===== src/hdl/fsab_pkg.sv =====
package fsab_pkg;

	localparam int DATA_W      = 32;
	localparam int AMT_W       = 8;
	localparam int IN_TDATA_W  = 72;
	localparam int OUT_TDATA_W = 40;

	typedef enum logic [3:0] {
		OP_AND = 4'd0,
		OP_EOR = 4'd1,
		OP_LSL = 4'd2,
		OP_LSR = 4'd3,
		OP_ASR = 4'd4,
		OP_ADC = 4'd5,
		OP_SBC = 4'd6,
		OP_ROR = 4'd7,
		OP_TST = 4'd8,
		OP_NEG = 4'd9,
		OP_CMP = 4'd10,
		OP_CMN = 4'd11,
		OP_ORR = 4'd12,
		OP_MUL = 4'd13,
		OP_BIC = 4'd14,
		OP_MVN = 4'd15
	} alu_op_t;

	typedef struct packed {
		logic n;
		logic z;
		logic c;
		logic v;
	} flags_t;

	typedef struct packed {
		logic [DATA_W-1:0] value;
		logic              carry;
	} shift_res_t;

	typedef struct packed {
		logic [DATA_W-1:0] result;
		logic              write_back;
		flags_t            flags;
	} alu_res_t;

endpackage


===== src/hdl/fsab_shift.sv =====
module fsab_shift (
	input  fsab_pkg::alu_op_t             op,
	input  logic [fsab_pkg::DATA_W-1:0]   value,
	input  logic [fsab_pkg::AMT_W-1:0]    amt,
	input  logic                          carry_in,
	output fsab_pkg::shift_res_t          res
);
	import fsab_pkg::*;

	logic [DATA_W:0]          lsl_w;
	logic [DATA_W:0]          lsr_w;
	logic signed [DATA_W:0]   asr_w;
	logic [DATA_W-1:0]        ror_w;
	logic                     amt_zero;
	logic                     amt_lo;
	logic                     amt_32;

	// Extra bit on the far side catches the last bit shifted out.
	assign lsl_w    = {1'b0, value} << amt[4:0];
	assign lsr_w    = {value, 1'b0} >> amt[4:0];
	assign asr_w    = $signed({value, 1'b0}) >>> amt[4:0];
	assign ror_w    = DATA_W'({value, value} >> amt[4:0]);
	assign amt_zero = (amt == '0);
	assign amt_lo   = (amt[AMT_W-1:5] == '0);
	assign amt_32   = (amt == AMT_W'(DATA_W));

	always_comb begin
		res.value = value;
		res.carry = carry_in;
		if (!amt_zero) begin
			case (op)
				OP_LSL: begin
					if (amt_lo) begin
						res.value = lsl_w[DATA_W-1:0];
						res.carry = lsl_w[DATA_W];
					end else begin
						res.value = '0;
						res.carry = amt_32 & value[0];
					end
				end
				OP_LSR: begin
					if (amt_lo) begin
						res.value = lsr_w[DATA_W:1];
						res.carry = lsr_w[0];
					end else begin
						res.value = '0;
						res.carry = amt_32 & value[DATA_W-1];
					end
				end
				OP_ASR: begin
					if (amt_lo) begin
						res.value = asr_w[DATA_W:1];
						res.carry = asr_w[0];
					end else begin
						res.value = {DATA_W{value[DATA_W-1]}};
						res.carry = value[DATA_W-1];
					end
				end
				OP_ROR: begin
					// multiples of 32 leave the value as is
					res.value = ror_w;
					res.carry = ror_w[DATA_W-1];
				end
				default: begin
					res.value = value;
					res.carry = carry_in;
				end
			endcase
		end
	end

endmodule


===== src/hdl/fsab_alu.sv =====
module fsab_alu (
	input  fsab_pkg::alu_op_t             op,
	input  logic [fsab_pkg::DATA_W-1:0]   a,
	input  logic [fsab_pkg::DATA_W-1:0]   b,
	input  fsab_pkg::flags_t              flags_in,
	output fsab_pkg::alu_res_t            res
);
	import fsab_pkg::*;

	shift_res_t         sh;
	logic [DATA_W-1:0]  add_x;
	logic [DATA_W-1:0]  add_y;
	logic               add_cin;
	logic [DATA_W:0]    sum_w;
	logic [DATA_W-1:0]  sum;
	logic               sum_v;
	logic [DATA_W-1:0]  prod;
	logic [DATA_W-1:0]  r;

	fsab_shift u_shift (
		.op       (op),
		.value    (a),
		.amt      (b[AMT_W-1:0]),
		.carry_in (flags_in.c),
		.res      (sh)
	);

	// Operand select for the single adder.
	always_comb begin
		add_x   = a;
		add_y   = b;
		add_cin = 1'b0;
		case (op)
			OP_ADC: begin
				add_cin = flags_in.c;
			end
			OP_SBC: begin
				add_y   = ~b;
				add_cin = flags_in.c;
			end
			OP_NEG: begin
				add_x   = '0;
				add_y   = ~b;
				add_cin = 1'b1;
			end
			OP_CMP: begin
				add_y   = ~b;
				add_cin = 1'b1;
			end
			default: begin
				add_cin = 1'b0;
			end
		endcase
	end

	assign sum_w = {1'b0, add_x} + {1'b0, add_y} + {{DATA_W{1'b0}}, add_cin};
	assign sum   = sum_w[DATA_W-1:0];
	assign sum_v = ~(add_x[DATA_W-1] ^ add_y[DATA_W-1]) & (add_x[DATA_W-1] ^ sum[DATA_W-1]);
	assign prod  = a * b;

	always_comb begin
		res.flags = flags_in;
		r         = '0;
		case (op)
			OP_AND, OP_TST: r = a & b;
			OP_EOR:         r = a ^ b;
			OP_ORR:         r = a | b;
			OP_BIC:         r = a & ~b;
			OP_MVN:         r = ~b;
			OP_MUL:         r = prod;
			OP_LSL, OP_LSR, OP_ASR, OP_ROR: begin
				r           = sh.value;
				res.flags.c = sh.carry;
			end
			OP_ADC, OP_SBC, OP_NEG, OP_CMP, OP_CMN: begin
				r           = sum;
				res.flags.c = sum_w[DATA_W];
				res.flags.v = sum_v;
			end
			default: r = '0;
		endcase
		res.flags.n    = r[DATA_W-1];
		res.flags.z    = (r == '0);
		res.result     = r;
		res.write_back = !(op inside {OP_TST, OP_CMP, OP_CMN});
	end

endmodule


===== src/hdl/flag_setting_alu_barrel_shift_core.sv =====
// Flag-setting ALU with barrel shifter.
//
// Input stream (s_tvalid/s_tready/s_tdata) carries one request: a 4-bit
// operation, the destination's old value and the source value. The low
// byte of the source is the shift amount for LSL, LSR, ASR and ROR.
// Output stream (m_tvalid/m_tready/m_tdata) carries one result per request:
// the 32-bit value, the write-back strobe and the N, Z, C, V flags.
//
// A request accepted into the stage-1 register moves on into the output
// register, and so onto m_tdata, when that register is free or draining.
// Throughput: one request per clock while m_tready stays high. The N/Z/C/V
// register feeds the ALU together with the request held in the stage-1
// register, so the flag loop runs through the stage-1 adder or multiplier.
//
// Reset clears both stage valid bits and all four flags. When the receiver
// stalls, the result holds in the output register and one more request
// may wait in stage 1; s_tready drops only once both are full and the
// receiver still holds off.
module flag_setting_alu_barrel_shift_core (
	input  logic                              clk,
	input  logic                              arst_n,
	input  logic                              s_tvalid,
	output logic                              s_tready,
	// [3:0] action, [35:4] dest_value, [67:36] src_value, [71:68] zero
	input  logic [fsab_pkg::IN_TDATA_W-1:0]   s_tdata,
	output logic                              m_tvalid,
	input  logic                              m_tready,
	// [31:0] result, [32] write_back, [33] flag_n, [34] flag_z,
	// [35] flag_c, [36] flag_v, [39:37] zero
	output logic [fsab_pkg::OUT_TDATA_W-1:0]  m_tdata
);
	import fsab_pkg::*;

	logic               valid_s1;
	alu_op_t            action_s1;
	logic [DATA_W-1:0]  dest_s1;
	logic [DATA_W-1:0]  src_s1;
	logic               valid_s2;
	alu_res_t           res_s2;
	flags_t             flags_q;
	alu_res_t           alu_res;
	logic               adv_s2;
	logic               move_s1;

	// Output register is free or draining this cycle.
	assign adv_s2   = !valid_s2 || m_tready;
	assign move_s1  = valid_s1 && adv_s2;
	assign s_tready = !valid_s1 || adv_s2;

	fsab_alu u_alu (
		.op       (action_s1),
		.a        (dest_s1),
		.b        (src_s1),
		.flags_in (flags_q),
		.res      (alu_res)
	);

	// Control state: stage valids and the architectural flags.
	always_ff @(posedge clk or negedge arst_n) begin
		if (!arst_n) begin
			valid_s1 <= 1'b0;
			valid_s2 <= 1'b0;
			flags_q  <= '0;
		end else begin
			if (s_tready) begin
				valid_s1 <= s_tvalid;
			end
			if (adv_s2) begin
				valid_s2 <= valid_s1;
			end
			// Commit flags as the result leaves stage 1.
			if (move_s1) begin
				flags_q <= alu_res.flags;
			end
		end
	end

	// Payload: capture on accept, advance on move, hold otherwise.
	always_ff @(posedge clk) begin
		if (s_tvalid && s_tready) begin
			action_s1 <= alu_op_t'(s_tdata[3:0]);
			dest_s1   <= s_tdata[4 +: DATA_W];
			src_s1    <= s_tdata[4+DATA_W +: DATA_W];
		end
		if (move_s1) begin
			res_s2 <= alu_res;
		end
	end

	assign m_tvalid = valid_s2;
	assign m_tdata  = {3'b000, res_s2.flags.v, res_s2.flags.c, res_s2.flags.z,
		res_s2.flags.n, res_s2.write_back, res_s2.result};

endmodule


===== config.mk =====
export PLATFORM = sky130hd
export DESIGN_NAME = flag_setting_alu_barrel_shift_core
export DESIGN_NICKNAME = d
export VERILOG_FILES = /design/src/hdl/fsab_pkg.sv /design/src/hdl/fsab_shift.sv /design/src/hdl/fsab_alu.sv /design/src/hdl/flag_setting_alu_barrel_shift_core.sv
export SDC_FILE = /design/constraint.sdc
export NUM_CORES = 2
export LEC_CHECK = 0
export BUFFER_PORTS_ARGS = -buffer_cell sky130_fd_sc_hd__buf_2
export CAP_MARGIN = 20
export CORE_AREA = 10 10 298 300
export CTS_BUF_LIST = sky130_fd_sc_hd__clkbuf_2 sky130_fd_sc_hd__clkbuf_4 sky130_fd_sc_hd__clkbuf_8
export CTS_CLUSTER_SIZE = 40
export DETAILED_ROUTE_END_ITERATION = 8
export DIE_AREA = 0 0 308 310
export PLACE_DENSITY = 0.54
export SYNTH_ARGS = -nofsm -noshare
export SYNTH_HDL_FRONTEND = slang
export SYNTH_SLANG_ARGS = --single-unit

===== constraint.sdc =====
create_clock -name clk -period 9.39 [get_ports clk]
set_clock_uncertainty 0.05 [all_clocks]
set_input_delay 1.878 -clock clk [delete_from_list [all_inputs] [get_ports clk]]
set_output_delay 1.878 -clock clk [all_outputs]
set_load 0.005 [all_outputs]

# After elaboration in Yosys (flattened, before gate mapping)

Cells that the tools add are included.

Bits in latches: 0
Input port bits: 76
ROM bits: 0
Register bits after elaboration: 109
Memories: 0
Bits in writable memories: 0

$mul: 1
Divide/modulo/power cells: 0
Bitwise logic cells: 11
$lt $le $gt $ge: 0
Reduce and logical (&&, ||, !) cells: 18
Add/sub/neg operators: 2
Multiplexer cells: 11
Shift operators: 4
Equal/unequal tests: 16

Operators with widths:

| operator             | count |
|---|---|
| $pmux W32 S8         | 1 |
| $mux W33             | 4 |
| $pmux W33 S4         | 1 |
| $and A32 B32 Y32     | 2 |
| $mux W32             | 2 |
| $shr A64 B5 Y32      | 1 |
| $add A32 B32 Y33     | 1 |
| $add A33 B1 Y33      | 1 |
| $shl A32 B5 Y33      | 1 |
| $shr A33 B5 Y33      | 1 |
| $sshr A33 B5 Y33     | 1 |
| $eq A4 B4 Y1 const B | 8 |
| $logic_not A32 Y1    | 1 |
| $mul A32 B32 Y32     | 1 |
| $not A32 Y32         | 1 |
| $or A32 B32 Y32      | 1 |
| $xor A32 B32 Y32     | 1 |
| $eq A4 B3 Y1 const B | 4 |
| $eq A4 B2 Y1 const B | 2 |
| $eq A8 B6 Y1 const B | 1 |
| $logic_not A8 Y1     | 1 |
| $reduce_or A2 Y1     | 3 |
| $reduce_or A5 Y1     | 1 |
| $eq A4 B1 Y1 const B | 1 |
| other kinds (13)     | 21 |

# Logic depth before layout (Yosys ltp)

Depth after elaboration: 8
Mapped depth: 36

# By module

From an unflattened synthesis, not the netlist that was laid out.

Cells, all modules: 3420
Area, all modules: 29320.6 µm²

By module, submodules not included:

| module                             | instances | area an instance (µm²) | cells an instance |
|---|---|---|---|
| fsab_alu                           | 1         | 20554.7                | 2619 |
| fsab_shift                         | 1         | 5320.1                 | 675 |
| flag_setting_alu_barrel_shift_core | 1         | 3445.8                 | 126 |

# Worst setup path before layout

No wires, ideal clock.

Path type: register to register
From: register src_s1[1]
To: register res_s2, in the netlist m_tdata[34], data pin
Data required time: 9165 ps
Stages on the path, launching flop included: 34
Buffers on the path: 9
Period minus slack after synthesis: 9286 ps
Path slack: 104 ps
Arrival: 9060 ps
Path through: edfxtp_1 clkbuf_1 buf_2 buf_2 buf_1 buf_2 buf_1 clkbuf_1 buf_1 buf_1 nand2_1 fa_1 fa_1 fa_1 inv_1 fa_1 inv_1 fa_1 inv_1 fa_1 fa_1 ha_1 and2_1 and4_1 nand2_1 o21ai_0 nor4_1 nor3_1 a211o_1 nand2_1 a221oi_1 nor2_1 or4_1 nor4bb_1

RTL lines:

| item                   | line                                     | RTL |
|---|---|---|
| from (decl)            | flag_setting_alu_barrel_shift_core.sv:37 | `logic [DATA_W-1:0] src_s1;` |
| from (signal assigned) | flag_setting_alu_barrel_shift_core.sv:83 | `src_s1 <= s_tdata[4+DATA_W +: DATA_W];` |
| to (signal assigned)   | flag_setting_alu_barrel_shift_core.sv:86 | `res_s2 <= alu_res;` |
| to (decl)              | flag_setting_alu_barrel_shift_core.sv:39 | `alu_res_t res_s2;` |

==> summary.md <==
| Metric | Value |
|---|---|
| Status | `complete, no violations` |
| Starting Density | `0.3477` |
| Crit path capture type | `register` |
| DRC viols | `0` |
| P&R area growth vs syn | `9.624%` |
| Initial DRC count | `between 3000 and 4000` |
| Number of synthesized flops with an enable pin | `~100` |
| Highest Clock Rate | `0.1105 GHz` |
| Die width | `308 microns` |
| Number of global-route vias before repair | `approximately 28000` |
| Clock Tree Root | `clkbuf_8` |
| Worst hold start | `valid_s1` |
| Detailed Routing Iterations Pass 1 | `6` |
| Register bit count reported by yosys | `approximately 110` |
| Proportion of layout cells with a drive suffix above 1 | `0.1233` |
| Pre-CTS setup slack | `between 0.5 and 0.6 ns` |
| Placed Cells | `about 4600` |
| CP Data Required Time | `between 9 and 10 ns` |
| Synth Cell Area | `around 0.029 sq mm` |
| CTS tree | `done` |
| Number of core rows | `~110` |
| Final setup fails | `0` |
| CP max-delay cell | `edfxtp_1` |
| DR vias/cell | `approximately 6.0` |
| CTS Hold Buffers Added | `0` |
| Clk_lat worst skew | `between 0.5 and 0.6 ns` |
| Global route total overflow | `0` |
| Antenna violations before repair | `9` |
| Core area | `about 0.083 sq mm` |
| Relative slew slack | `0.09866` |
| GRT Total Usage | `0.2919` |
| Worst Path Buf+Inv | `4` |
| Reg2Reg Depth | `26` |
| Cell mode on critical path | `fa_1` |
| Transition time of the tightest slew-check pin | `between 1 and 1.5 ns` |
| Hold Path Stages | `1` |
| Post-Synthesis Cells | `roughly 3400` |
| Ys Warns | `0` |
| Net count, final | `between 4000 and 5000` |
| Num ports | `between 100 and 150` |
| Total Neg Setup Slack | `0 ns` |
| Hold Path Class | `reg2reg` |
| CTS Buffer Depth | `2` |
| H-Tree Depth | `3` |
| Post-synthesis sequential area ratio | `0.1118` |
| Flop-to-flop setup slack | `0.34 ns` |
| Port Buffers | `110` |
| Total clock sinks | `roughly 110` |
| Period minus WS final | `a little over 9 ns` |
| CTS Buf Count | `9` |
| Die area | `approximately 0.095 sq mm` |
| Slowest stage delay, CP | `0.69 ns` |
| Origin of the critical flop-to-flop path | `dest_s1[9]` |
| Routed vias | `27650` |
| Filler Cell Count | `roughly 8500` |
| Non-filler cells in the finished layout | `4596` |
| Crit path kind | `reg2reg` |
| Delay-heaviest family, CP | `adder cells` |
| Cell variety after synth | `93` |
| Post-synth ARST share | `0.03704` |
| Global-route wire length before repair | `a little over 200 mm` |
| Final HPWL DP | `~110 mm` |
| Routed WL per cell | `30.33 microns` |
| Max-cap violations | `0` |
| Most used DFF post-synth | `edfxtp_1` |
| Total count of max-transition violations in the final report | `0` |
| Antenna-violating nets left | `0` |
| Largest net degree at the start of global routing | `80` |
| Height of the chip | `310 microns` |
| R2R Path End | `m_tdata[34]` |
| CTS clk-pin slew, worst paths | `between 0.1 and 0.15 ns` |
| Crit-path max FO | `8` |
| Placer Congestion | `between 1 and 1.5` |
| Crit path arrival time | `9.42 ns` |
| Post-Route WL | `~140 mm` |
| Final worst-path cycle share | `0.9640` |
| Final hold violations | `0` |
| Critical Path Start Type | `register` |
| Average instance area after synthesis | `approximately 8.4 sq um` |
| Worst Hold Path EP | `m_tvalid` |
| RSZ-0062 raised after global routing | `no` |
| Fin worst setup slack | `roughly 0.34 ns` |
==> cell families after synthesis <==
kind of cell	synth area share
AO/OA/AOI/OAI	0.1470
XOR/XNOR	0.04831
adder cells (fa/ha/maj)	0.3729
buffers and inverters	0.09528
flip-flops	0.1118
multiplexers	0.06468
other	0.0001301
AND/OR/NAND/NOR	0.1599
==> worst max-delay path by stage <==
stage | start | endpoint | slack [ns] | cells past startpoint
final | dest_s1[9] | m_tdata[34] | 0.34 | 26
after global routing | src_s1[4] | m_tdata[34] | 0.005 | 26
after CTS | dest_s1[8] | m_tdata[34] | 0.43 | 26
after detailed placement | dest_s1[8] | m_tdata[34] | 0.50 | 26
after floorplan | src_s1[1] | m_tdata[34] | 0.10 | 33
after global placement | dest_s1[8] | m_tdata[34] | 0.50 | 26
==> metal layers <==
layer / routed length, microns / part of all wire / vias up / global-route usage
li1: - / - / 11610 / -
met1: 56010 / 0.40 / 13900 / 0.3860
met2: 59560 / 0.43 / 1772 / 0.4409
met3: 15080 / 0.11 / 362 / 0.06593
met4: 8727 / 0.063 / 2 / 0.1556
met5: 14 / 0.00010 / - / 0
==> metrics by stage <==
| stage | instance area (sq um) | hold WS [ns] | utilization |
|---|---|---|---|
| after global placement | 31320 | 0.4254 | 0.3779 |
| after floorplan | 28830 | 0.4072 | - |
| after CTS | 31530 | 0.4596 | 0.3804 |
| after global routing | 31600 | 0.4880 | 0.3812 |
| final | 31600 | 0.4538 | 0.3812 |
| after detailed placement | 31330 | 0.4377 | 0.3779 |
==> placed cells by master (no fill, tap or decap), types with 12 or more instances in the layout <==
cell type	n
nand2_1	379
a221oi_1	13
nor4_1	15
nor3_1	48
o21ai_0	108
nor2b_1	19
ha_1	203
mux4_2	42
a21o_1	30
o21a_1	12
buf_2	111
edfxtp_1	104
and2_1	14
a21oi_1	158
nand2b_1	21
and3_1	13
o31ai_1	13
buf_4	198
clkinv_1	13
nand3_1	31
a31oi_1	25
inv_1	435
mux2i_1	58
o22ai_1	42
xor2_1	28
o221ai_1	22
mux2_2	25
nor2_1	463
a22oi_1	13
a211o_1	13
o211ai_1	40
fa_1	410
xnor2_1	131
a211oi_1	31
==> final cells by class <==
cell class	instances	area, sq um	area share
diodes	3	7.507	0.0002376
inverters	456	1719	0.05441
clock inverters	7	80.08	0.002534
well taps	1080	1351	0.04277
repair buffers	316	2182	0.06906
multi-input cells	2617	22910	0.7251
flip-flops and latches	108	3223	0.1020
clock buffers	9	123.9	0.003920
==> flip-flops by register name, indices dropped and copies added, names as in the netlist <==
name,flops
m_tdata,36
dest_s1,32
src_s1,32
action_s1,4
flags_q,2
m_tvalid,1
valid_s1,1
==> synthesized netlist by cell type, drive strengths merged, types with 14 or more instances <==
master  instances  area share
clkbuf        172       0.022
ha            203       0.088
xor2           28      0.0085
mux4           42       0.033
and2           16      0.0035
o22ai          42      0.0091
o211ai         40       0.010
nor2b          20      0.0043
nand2b         21      0.0046
a221oi         14      0.0045
nand3          31      0.0054
a211oi         31      0.0081
buf            80       0.013
fa            410        0.28
a31oi          25      0.0054
a21o           30      0.0078
nor4           17      0.0041
clkinv         14      0.0018
a21oi         159       0.028
edfxtp        104        0.11
nor2          464       0.060
o221ai         22      0.0067
nand2         379       0.049
mux2i          58       0.020
mux2           30       0.012
nor3           51      0.0090
o21ai         120       0.021
xnor2         131       0.040
inv           442       0.058
==> timing repair <==
item,CTS,global route
resized for setup,0,2
buffers inserted,0,4
endpoints found under the setup margin,0,1
hold endpoints to repair,0,0
Power is not shown: default switching activity piles up to over one toggle a cycle in this logic, so the estimate is an artifact.
